$ cat config.mk
export PLATFORM = sky130hd
export DESIGN_NAME = kgw_cell
export DESIGN_NICKNAME = d
export VERILOG_FILES = /design/src/rtl/kgw_pkg.sv /design/src/rtl/kgw_cell.sv
export SDC_FILE = /design/constraint.sdc
export NUM_CORES = 1
export LEC_CHECK = 0
export BUFFER_PORTS_ARGS = -buffer_cell sky130_fd_sc_hd__clkbuf_2
export CORE_ASPECT_RATIO = 0.75
export CORE_MARGIN = 2
export CORE_UTILIZATION = 41
export CTS_CLUSTER_DIAMETER = 100
export DETAILED_ROUTE_END_ITERATION = 16
export PLACE_DENSITY = 0.8
export SYNTH_ARGS = -nofsm -noshare
export SYNTH_HDL_FRONTEND = slang
export SYNTH_SLANG_ARGS = --single-unit
$ cat constraint.sdc
create_clock -name clk -period 2.34 [get_ports clk]
set_clock_uncertainty 0.15 [all_clocks]
set_input_delay 0.234 -clock clk [delete_from_list [all_inputs] [get_ports clk]]
set_output_delay 0.234 -clock clk [all_outputs]
set_load 0.03 [all_outputs]
$ cat src/rtl/kgw_pkg.sv
// ----------------------------------------------------------------------------
// kgw_pkg
// Shared types and codes for the keypoint grid window query block.
// ----------------------------------------------------------------------------
`default_nettype none
package kgw_pkg;

	typedef enum logic [1:0] {
		ACT_CLEAR = 2'd0,
		ACT_ADD   = 2'd1,
		ACT_QUERY = 2'd2,
		ACT_NONE  = 2'd3
	} action_t;

	typedef enum logic [1:0] {
		REG_COL_SCALE = 2'd0,
		REG_ROW_SCALE = 2'd1,
		REG_ORIGIN_X  = 2'd2,
		REG_ORIGIN_Y  = 2'd3
	} reg_index_t;

	typedef enum logic [2:0] {
		ST_IDLE,
		ST_MUL,
		ST_BOUND,
		ST_SCAN,
		ST_ADD,
		ST_DONE
	} state_t;

	// stored keypoint: cell key is valid bit, column, row
	typedef struct packed {
		logic [15:0] x;
		logic [15:0] y;
		logic [2:0]  lvl;
		logic [12:0] key;
	} entry_t;

	localparam int unsigned OPND_W  = 19;
	localparam int unsigned PROD_W  = 36;
	localparam int unsigned FRAC_W  = 20;
	localparam int unsigned STEPS   = 4;

endpackage
`default_nettype wire

$ cat src/rtl/kgw_cell.sv
// ----------------------------------------------------------------------------
// kgw_cell
// One slot of the rotating keypoint chain.
// ----------------------------------------------------------------------------
`default_nettype none
module kgw_cell (
	input  wire logic            clk,
	input  wire logic            shift,
	input  wire logic            load,
	input  wire kgw_pkg::entry_t load_data,
	input  wire kgw_pkg::entry_t nbr_data,
	output kgw_pkg::entry_t      data
);
	import kgw_pkg::*;

	entry_t entry_q;

	always_ff @(posedge clk) begin
		if (load) begin
			entry_q <= load_data;
		end else if (shift) begin
			entry_q <= nbr_data;
		end
	end

	assign data = entry_q;

endmodule
`default_nettype wire

After elaboration in Yosys (flattened, before gate mapping)
Index checks and enable logic that the tools add are counted.

Multiplexer cells: 2. Reductions and logical operators: 1.

Operators with widths (number): 48-bit two-way mux (2); 2-bit nonzero test (1).

Register bits after elaboration: 48. Input bits: 99. Output and inout port bits: 48. Logic and storage cells: 7.

Depth between registers and ports, before layout
Depth in word-level cells: 2. Gate-level depth with buffers: 3. Gate-level depth less buffers: 1.

Least setup slack after synthesis
OpenSTA, ideal clock, no wires.

Path type: input port to flip-flop. Start point: input load. End point: register entry_q, in the netlist data[0], enable pin. Library setup time: 0.408 ns. Data arrival time: 1.628 ns. Data required time: 1.782 ns. Setup slack: 0.154 ns. Stages on the path: 3. Buffers on the path: 2. Path through: buf_6 > buf_6 > or2_1.

Cells in the longest elaborated chain, start to end: 1.

RTL lines: start: declaration (RTL line kgw_cell.sv:9) `input wire logic load,`; 2-bit nonzero test (no source line); end signal: assignment (RTL line kgw_cell.sv:20) `entry_q <= load_data;`; end signal: assignment (RTL line kgw_cell.sv:22) `entry_q <= nbr_data;`; end: declaration (RTL line kgw_cell.sv:16) `entry_t entry_q;`.

No other way between the ends. A chain may end at the register's enable or synchronous reset.

Worst setup path after layout
Start point: input load. End point: register entry_q, in the netlist data[34], enable pin.

Same word-level chain as after synthesis.

==> summary.md <==
| Metric | Value |
|---|---|
| Maximum clock rate | `0.713 GHz` |
| Clock buffer count from CTS | `5` |
| Buffer type at the clock tree root | `sky130_fd_sc_hd__clkbuf_8` |
| Critical Path Max Stage Delay | `a little over 800 ps` |
| Final hold violation count | `0` |
| Via count | `between 1000 and 1500` |
| Ant. Diodes | `0` |
| Number of distinct library cell variants in the gate-level netlist after synthesis | `6` |
| Total power per unit cell area | `between 600 and 700 nW/um^2` |
| Hold Path Class | `in2reg` |
| Overall die area | `roughly 5600 sq um` |
| Die span in y | `between 60 and 70 um` |
| Sort of element at the start of the critical path | `primary input` |
| Starting DRC count in detailed routing | `23` |
| Mean instance size in the synthesized netlist | `20.3 sq um` |
| Run status | `finished clean` |
| Sequential fraction of the synthesis area | `69.7%` |
| Critical path type | `in2reg` |
| Fraction of final layout cells sized beyond drive strength 1 | `approximately four fifths` |
| Maximum root-to-sink buffer count | `2` |
| Initial antenna violation count | `0` |
| Top-level port count | `between 100 and 150` |
| Number of flip-flops under the largest register name | `48` |
| Core Box Area | `about 4900 sq um` |
| # H-tree levels | `2` |
| CTS resizes | `0` |
| FF+latch count, synth | `48` |
| Final weighted congestion of routability-driven global placement | `0.702` |
| Final setup TNS | `0 ps` |
| Min Clock Period, post-route | `~1400 ps` |
| Horizontal extent of the die | `between 80 and 90 um` |
| Detail-routed net length per standard cell | `13.6 um` |
| Crit end category | `flop` |
| TritonCTS clock tree | `built` |
| Largest net degree at the start of global routing | `49` |
| Overall power of the completed layout | `about 2000 uW` |
| Worst hold stages | `2` |
| Required time reported for the critical path endpoint | `2100 ps` |
| Total routing usage reported by global routing | `about 15%` |
| Number of input and output port buffers inserted | `approximately 150` |
| Hold-fix buffers, CTS | `0` |
| Via density per instance | `4.58` |
| Fraction of the cycle the final worst path needs | `roughly three fifths` |
| Clock transition at path regs | `80 ps` |
| Number of setup buffers added after CTS | `0` |
| Number of global-route vias before repair | `about 1400` |
| Worst-Margin Slew | `1090 ps` |
| Clock Sink Count | `48` |
| Remaining design rule violation count | `0` |
| Max-slew headroom at the worst pin | `27.1%` |
| Synth Instances | `102` |
| Reported max-cap violation count | `0` |
| Setup repair after global routing missed its margin | `no` |
| Synthesized area | `between 2000 and 2500 sq um` |
| Synth warn | `0` |
| Min-delay src | `load_data[44]` |
| Ordered list of cells on the worst path | `clkbuf_2, or2_2` |
| Leakage component of the power | `0.00137 uW` |
| IR Drop Worst-Case VDD | `about 0.00034 V` |
| Arrival time worst endpoint | `1160 ps` |
| Final core area utilization | `about 60%` |
| Area overhead of the layout relative to synthesis | `41.0%` |
| Post-detailed-route count of antenna-violating nets | `0` |
| Global-route wire length before repair | `6290 um` |
| Initial Utilization | `42.4%` |
| End point of the most critical hold path | `data[44]` |
| Final layout net count | `350` |
| Final count of pins violating max slew | `0` |
| Placement row count | `22` |
| Cell type group with the largest total delay on the critical path | `simple AND/OR/NAND/NOR gates` |
| Initial DRT Pass Iterations | `3` |
| Library cell contributing the largest single delay on the critical path | `sky130_fd_sc_hd__or2_2` |
| Final count of negative-setup-slack endpoints | `0` |
| Filler instances | `405` |
| DRT Wirelength | `4240 um` |
| CP Buf/Inv Count | `1` |
| Aggregate global routing overflow | `0` |
| Highest fanout seen on the critical path | `48` |
| Synthesized netlist net count | `approximately 200` |
-- worst max-delay path by stage --
stage	depth (start not counted)	endpoint	slack, ps	startpoint
2_1_floorplan	3	data[0]	150	load
3_3_place_gp	2	data[7]	630	load
3_5_place_dp	2	data[15]	590	load
4_1_cts	2	data[0]	900	load
5_1_grt	2	data[44]	840	load
6_report	2	data[34]	940	load
-- logic make-up (layout without fill, tap and decap cells) --
family | after synthesis | after routing | share of synthesized area (%)
multiplexers | 48 | 48 | 27.8
buffers and inverters | 5 | 155 | 2.18
AND/OR/NAND/NOR | 1 | 1 | 0.303
flip-flops | 48 | 48 | 69.7
-- cells in the final DEF (no fill, tap or decap) --
cell type,count
sky130_fd_sc_hd__mux2_2,39
sky130_fd_sc_hd__clkbuf_2,146
sky130_fd_sc_hd__or2_2,1
sky130_fd_sc_hd__clkbuf_1,2
sky130_fd_sc_hd__mux2_4,9
sky130_fd_sc_hd__edfxtp_1,48
sky130_fd_sc_hd__clkbuf_8,5
sky130_fd_sc_hd__buf_4,1
sky130_fd_sc_hd__clkinv_1,1
-- report_power, final --
| part | total, uW | leakage (uW) | switching, uW | internal, uW |
|---|---|---|---|---|
| sequential | 1080 | 0.000489 | 24.3 | 1060 |
| clock | 457 | 0.0000399 | 249 | 208 |
| combinational | 474 | 0.000840 | 292 | 182 |
| total | 2010 | 0.00137 | 565 | 1450 |
-- per-layer routing --
layer / GRT usage [%] / routed length (um)
met5: 0 / 0
met4: 5.36 / 48
met3: 7.16 / 583
met2: 26.2 / 2090
met1: 15.7 / 1520
-- final cells by class --
| cell class | instances | area, sq um | share of cell area, % |
|---|---|---|---|
| multi-input combinational | 49 | 581 | 19.9 |
| clock buffer | 7 | 76.3 | 2.62 |
| sequential | 48 | 1440 | 49.4 |
| clock inverter | 1 | 3.75 | 0.129 |
| tap | 60 | 75.1 | 2.58 |
| timing repair buffer | 147 | 738 | 25.3 |
-- synthesized netlist by cell type --
master	n	share of area, %
sky130_fd_sc_hd__buf_4	3	1.1
sky130_fd_sc_hd__mux2_4	9	6.5
sky130_fd_sc_hd__mux2_2	39	21
sky130_fd_sc_hd__buf_6	2	1.1
sky130_fd_sc_hd__or2_1	1	0.30
sky130_fd_sc_hd__edfxtp_1	48	70
-- stage by stage --
stage	hold slack [ps]	instances	setup WS [ps]	instance area, sq um
finish	92.2	312	937	2920
global route	71.2	312	839	2920
CTS	83.1	312	904	2920
detailed placement	388	304	594	2840
global placement	385	304	635	2840
floorplan	301	102	154	2070
No activity file was read; power rests on OpenSTA's default activity.
