### src/rtl/kgw_pkg.sv
// ----------------------------------------------------------------------------
// kgw_pkg
// Shared types and codes for the keypoint grid window query block.
// ----------------------------------------------------------------------------
`default_nettype none
package kgw_pkg;

	typedef enum logic [1:0] {
		ACT_CLEAR = 2'd0,
		ACT_ADD   = 2'd1,
		ACT_QUERY = 2'd2,
		ACT_NONE  = 2'd3
	} action_t;

	typedef enum logic [1:0] {
		REG_COL_SCALE = 2'd0,
		REG_ROW_SCALE = 2'd1,
		REG_ORIGIN_X  = 2'd2,
		REG_ORIGIN_Y  = 2'd3
	} reg_index_t;

	typedef enum logic [2:0] {
		ST_IDLE,
		ST_MUL,
		ST_BOUND,
		ST_SCAN,
		ST_ADD,
		ST_DONE
	} state_t;

	// stored keypoint: cell key is valid bit, column, row
	typedef struct packed {
		logic [15:0] x;
		logic [15:0] y;
		logic [2:0]  lvl;
		logic [12:0] key;
	} entry_t;

	localparam int unsigned OPND_W  = 19;
	localparam int unsigned PROD_W  = 36;
	localparam int unsigned FRAC_W  = 20;
	localparam int unsigned STEPS   = 4;

endpackage
`default_nettype wire

### src/rtl/kgw_mult.sv
// ----------------------------------------------------------------------------
// kgw_mult
// Registered signed-by-unsigned multiplier shared by add and query setup.
// ----------------------------------------------------------------------------
`default_nettype none
module kgw_mult (
	input  wire logic                                       clk,
	input  wire logic signed [kgw_pkg::OPND_W-1:0]          a,
	input  wire logic        [15:0]                         b,
	output logic signed      [kgw_pkg::PROD_W-1:0]          prod
);
	import kgw_pkg::*;

	logic signed [16:0] b_s;

	assign b_s = signed'({1'b0, b});

	always_ff @(posedge clk) begin
		prod <= PROD_W'(a * b_s);
	end

endmodule
`default_nettype wire

### config.mk
export PLATFORM = sky130hd
export DESIGN_NAME = kgw_mult
export DESIGN_NICKNAME = d
export VERILOG_FILES = /design/src/rtl/kgw_pkg.sv /design/src/rtl/kgw_mult.sv
export SDC_FILE = /design/constraint.sdc
export NUM_CORES = 1
export LEC_CHECK = 0
export BUFFER_PORTS_ARGS = -buffer_cell sky130_fd_sc_hd__buf_2
export CAP_MARGIN = 15
export CORE_MARGIN = 2
export CORE_UTILIZATION = 50
export DETAILED_ROUTE_END_ITERATION = 8
export PLACE_DENSITY = 0.68
export SLEW_MARGIN = 15
export SYNTH_ARGS = -nofsm -noshare
export SYNTH_HDL_FRONTEND = slang
export SYNTH_SLANG_ARGS = --single-unit
### constraint.sdc
create_clock -name clk -period 11.3 [get_ports clk]
set_input_delay 0.565 -clock clk [delete_from_list [all_inputs] [get_ports clk]]
set_output_delay 0.565 -clock clk [all_outputs]
set_load 0.02 [all_outputs]
== Yosys cells after proc, flatten, opt, wreduce, memory -nomap -nowiden ==
Cells that the tools add are included.

* Multipliers: 1

{| class="wikitable"
|+ Operator list
! kind !! number
|-
| $mul A19 B17 Y36 || 1
|}

* Flip-flop bits (word level): 36

== Longest topological paths before layout ==
* Depth after elaboration: 1
* Mapped depth: 24
* Depth with buffers taken out: 23

== Worst setup path before layout ==
No wires, ideal clock.

* Path kind: input-to-reg
* Start: input b[2]
* End: register prod[33] (netlist bit)
* Stages: 20
* Slack: 5.149 ns
* Required time: 11.218 ns
* Arrival time: 6.070 ns
* Cell sequence: clkbuf_1 clkbuf_1 nand2_1 fa_1 fa_1 fa_1 fa_1 inv_1 fa_1 inv_1 fa_1 inv_1 ha_1 a21o_4 a31oi_2 nor4_4 o2111ai_2 a311oi_2 mux2_1 o2111ai_1

* Cells in the longest elaborated chain, start to end: 1

{| class="wikitable"
|+ RTL lines
! what !! line !! text
|-
| start: declaration || kgw_mult.sv:9 || <nowiki>input wire logic [15:0] b,</nowiki>
|-
| $mul A19 B17 Y36 || kgw_mult.sv:19 || <nowiki>prod <= PROD_W'(a * b_s);</nowiki>
|-
| end signal: assignment || kgw_mult.sv:19 ||
|-
| end: declaration || kgw_mult.sv:10 || <nowiki>output logic signed [kgw_pkg::PROD_W-1:0] prod</nowiki>
|}

Every way passes these cells.

== Final worst setup path ==
* Start: input b[2]
* End: register prod[32] (netlist bit)

The elaborated chain is that of the path after synthesis.

==> results.rst <==
.. list-table::
   :header-rows: 1

   * - Metric
     - Value
   * - Result of the run
     - completed
   * - Detailed placer's ending HPWL
     - 23.2 mm
   * - Level count of the clock H-tree
     - 2
   * - Antenna violation net count after detailed routing
     - 0
   * - Worst min path class
     - input port to register
   * - Detailed-route via count
     - about 8800
   * - Asr flop ratio synth
     - 0%
   * - Worst EP required
     - 11.52 ns
   * - Min cycle time layout
     - 6.19 ns
   * - Unrepaired setup endpoints after global routing
     - no
   * - Syn avg cell area
     - 9.10 µm²
   * - Wire length of the first global-routing pass
     - between 40 and 50 mm
   * - Starting density of the core
     - 50.9%
   * - Residual DRC
     - 0
   * - Vias in the first global route
     - 9805
   * - Worst path cell trace
     - buf_2 -> nand2_1 -> fa_1 -> fa_1 -> inv_1 -> fa_1 -> fa_1 -> fa_1 -> inv_1 -> fa_1 -> inv_1 -> ha_1 -> a211o_1 -> a21oi_1 -> a21boi_0 -> a31oi_1 -> a311oi_2 -> o31ai_1 -> a31oi_1 -> xnor2_1
   * - Slew at the pin closest to its max-slew limit
     - 0.501 ns
   * - Worst setup endpoint
     - prod[32]
   * - Worst path slowest cell
     - sky130_fd_sc_hd__fa_1
   * - Tcrit/Tclk final
     - 54.8%
   * - Core footprint
     - 24200 µm²
   * - # port buffers
     - 71
   * - Library cell appearing most often on the critical path
     - sky130_fd_sc_hd__fa_1
   * - Antenna violations before repair
     - 0
   * - Sequential-to-total area share from yosys stat
     - just under 6%
   * - Placer Congestion
     - 0.872
   * - Setup TNS Final
     - 0 ns
   * - DRT Wirelength
     - 27.2 mm
   * - Drt via density
     - about 5
   * - Maximum Capacitance Violations
     - 0
   * - Post-layout net count
     - about 1800
   * - Number of enable-type register cells in the synthesized netlist
     - 0
   * - Max-slew violation total from the final report
     - 0
   * - IO Count
     - 72
   * - Crit. End Element
     - register
   * - Number of cells on the worst hold path
     - 2
   * - First-pass iteration count of the detailed router
     - 5
   * - Root Buffer
     - sky130_fd_sc_hd__clkbuf_16
   * - Largest fanout of any net on the critical path
     - 19
   * - Met1 track demand over resource in global routing
     - roughly a quarter
   * - Overall routing resource usage
     - a little under a quarter
   * - Area taken by flip-flops and latches
     - between 700 and 800 µm²
   * - Number of antenna cells inserted
     - 0
   * - Met3 track utilization from global routing
     - 2.00%
   * - Final-layout fill cell count
     - 2216
   * - Achievable Freq
     - around 160 MHz
   * - Flop and latch count out of synthesis
     - 36
   * - Reg with most FFs
     - prod
   * - CTS tree
     - built
   * - Total setup buffers inserted after CTS
     - 0
   * - Layout cell share with drive strength beyond 1
     - 6.56%
   * - CTS resizes
     - 0
   * - Total clock sinks
     - 36
   * - Remaining Overflow, GRT
     - 0
   * - Cells after synthesis
     - 1357
   * - Area of the die
     - about 26000 µm²
   * - Growth of design area from synthesis to finish
     - 5.92%
   * - Maximum number of pins on one net before global-route repair
     - 20
   * - Yosys warns
     - 0
   * - Net Count, Synth
     - 1791
   * - Clock input transition at the sequential cells of the worst setup and hold paths
     - 0.06 ns
   * - CP Data Arrival Time
     - roughly 6.4 ns
   * - Hold Vio Cnt, Final
     - 0
   * - Max reg flops
     - 36
   * - Height of the die
     - between 150 and 200 µm
   * - Cts bufs inserted
     - 5
   * - Most frequent cells in the layout
     - sky130_fd_sc_hd__inv_1, sky130_fd_sc_hd__fa_1, sky130_fd_sc_hd__nand2_1
   * - Die W
     - 161 µm
   * - Multi-input combinational cell area
     - approximately 10000 µm²
   * - CTS hold repair buffers
     - 0
   * - Core Rows
     - 57
   * - Startpoint kind of the worst setup timing path
     - input port
   * - Setup crit start
     - b[2]
   * - Met2 track demand over resource
     - between 40 and 50%
   * - Setup violators final
     - 0
   * - Most used routing layer
     - met2
   * - Syn Std Cell Area
     - 12300 µm²
   * - Most frequent standard cell in the layout excluding fill and tap cells
     - sky130_fd_sc_hd__inv_1
   * - Critical path class
     - input port to register
   * - Remaining max-slew budget at the tightest pin
     - 66.4%
   * - Cell variety after synth
     - 47
   * - Critical Path Max Stage Delay
     - roughly 0.55 ns
   * - Iteration-0 DRC Markers
     - roughly 390
   * - Clock tree buffer depth
     - 2
   * - Commonest register cell after synthesis
     - sky130_fd_sc_hd__dfxtp_1
   * - Wire per inst
     - 15.9 µm
   * - Largest regs
     - prod x36
area by class of cell:
cell class	instances	share of cell area, %
Clock inverter	2	0.115
Tap cell	324	3.10
Sequential cell	36	5.51
Multi-Input combinational cell	881	76.3
Timing Repair Buffer	71	2.72
Inverter	391	11.2
Clock buffer	6	1.06
worst max-delay path, delay by kind of cell:
family / cells / cell delay, ns
fa+ha+maj: 7 / 3.46
compound gates: 7 / 1.59
buf+inv: 4 / 0.51
simple gates: 1 / 0.14
xor+xnor: 1 / 0.13
how the worst min path moves through the flow:
stage | startpoint | end | slack, ns
2_1_floorplan | a[0] | prod[0] | 0.69
3_3_place_gp | prod[10] | prod[10] | 0.98
3_5_place_dp | prod[0] | prod[0] | 0.98
4_1_cts | a[0] | prod[0] | 0.72
5_1_grt | a[0] | prod[0] | 0.75
6_report | a[0] | prod[0] | 0.74
cells by family after synthesis:
| family | Yosys count | share of synthesized area, % |
|---|---|---|
| adder cells (fa/ha/maj) | 398 | 59.0 |
| AND/OR/NAND/NOR | 358 | 14.0 |
| XOR/XNOR | 34 | 2.41 |
| flip-flops | 36 | 5.84 |
| AO/OA/AOI/OAI | 90 | 5.28 |
| multiplexers | 1 | 0.0912 |
| buffers and inverters | 440 | 13.4 |
per-layer routing:
layer  vias up  wire length, µm
li1       3933                -
met1      4537             9650
met2       232            15100
met3        76             1030
met4         0             1440
met5         -                0
per-stage QoR:
stage               hold WS, ns  worst slack (ns)  util, %  instances  cell area (µm²)
floorplan                 0.692              5.15        -       1357            12300
CTS                       0.716              5.12     53.9       1711            13100
finish                    0.739              5.11     53.9       1711            13100
global route              0.745              4.77     53.9       1711            13100
detailed placement        0.980              4.87     53.3       1703            12900
global placement          0.981              4.90     53.3       1703            12900
cells in the mapped netlist (all sizes together), types with 3 or more instances:
master	count	share of area [%]
inv	391	12
fa	307	50
nand2	197	6.0
and2	123	6.2
ha	91	9.2
clkbuf	47	1.4
dfxtp	36	5.8
a21oi	28	1.1
xnor2	25	1.8
o21ai	16	0.68
nor2	12	0.36
a21o	9	0.61
xor2	9	0.64
a211oi	6	0.61
o21a	6	0.36
a21boi	4	0.24
a31oi	4	0.25
and3	4	0.20
nand4	4	0.20
nor2b	4	0.20
nand3	3	0.12
o31a	3	0.28
o31ai	3	0.18
or3	3	0.15
Power is left out: the tool's default activity adds up to more than one toggle a clock period on the data nets, which glitch-free logic cannot reach.
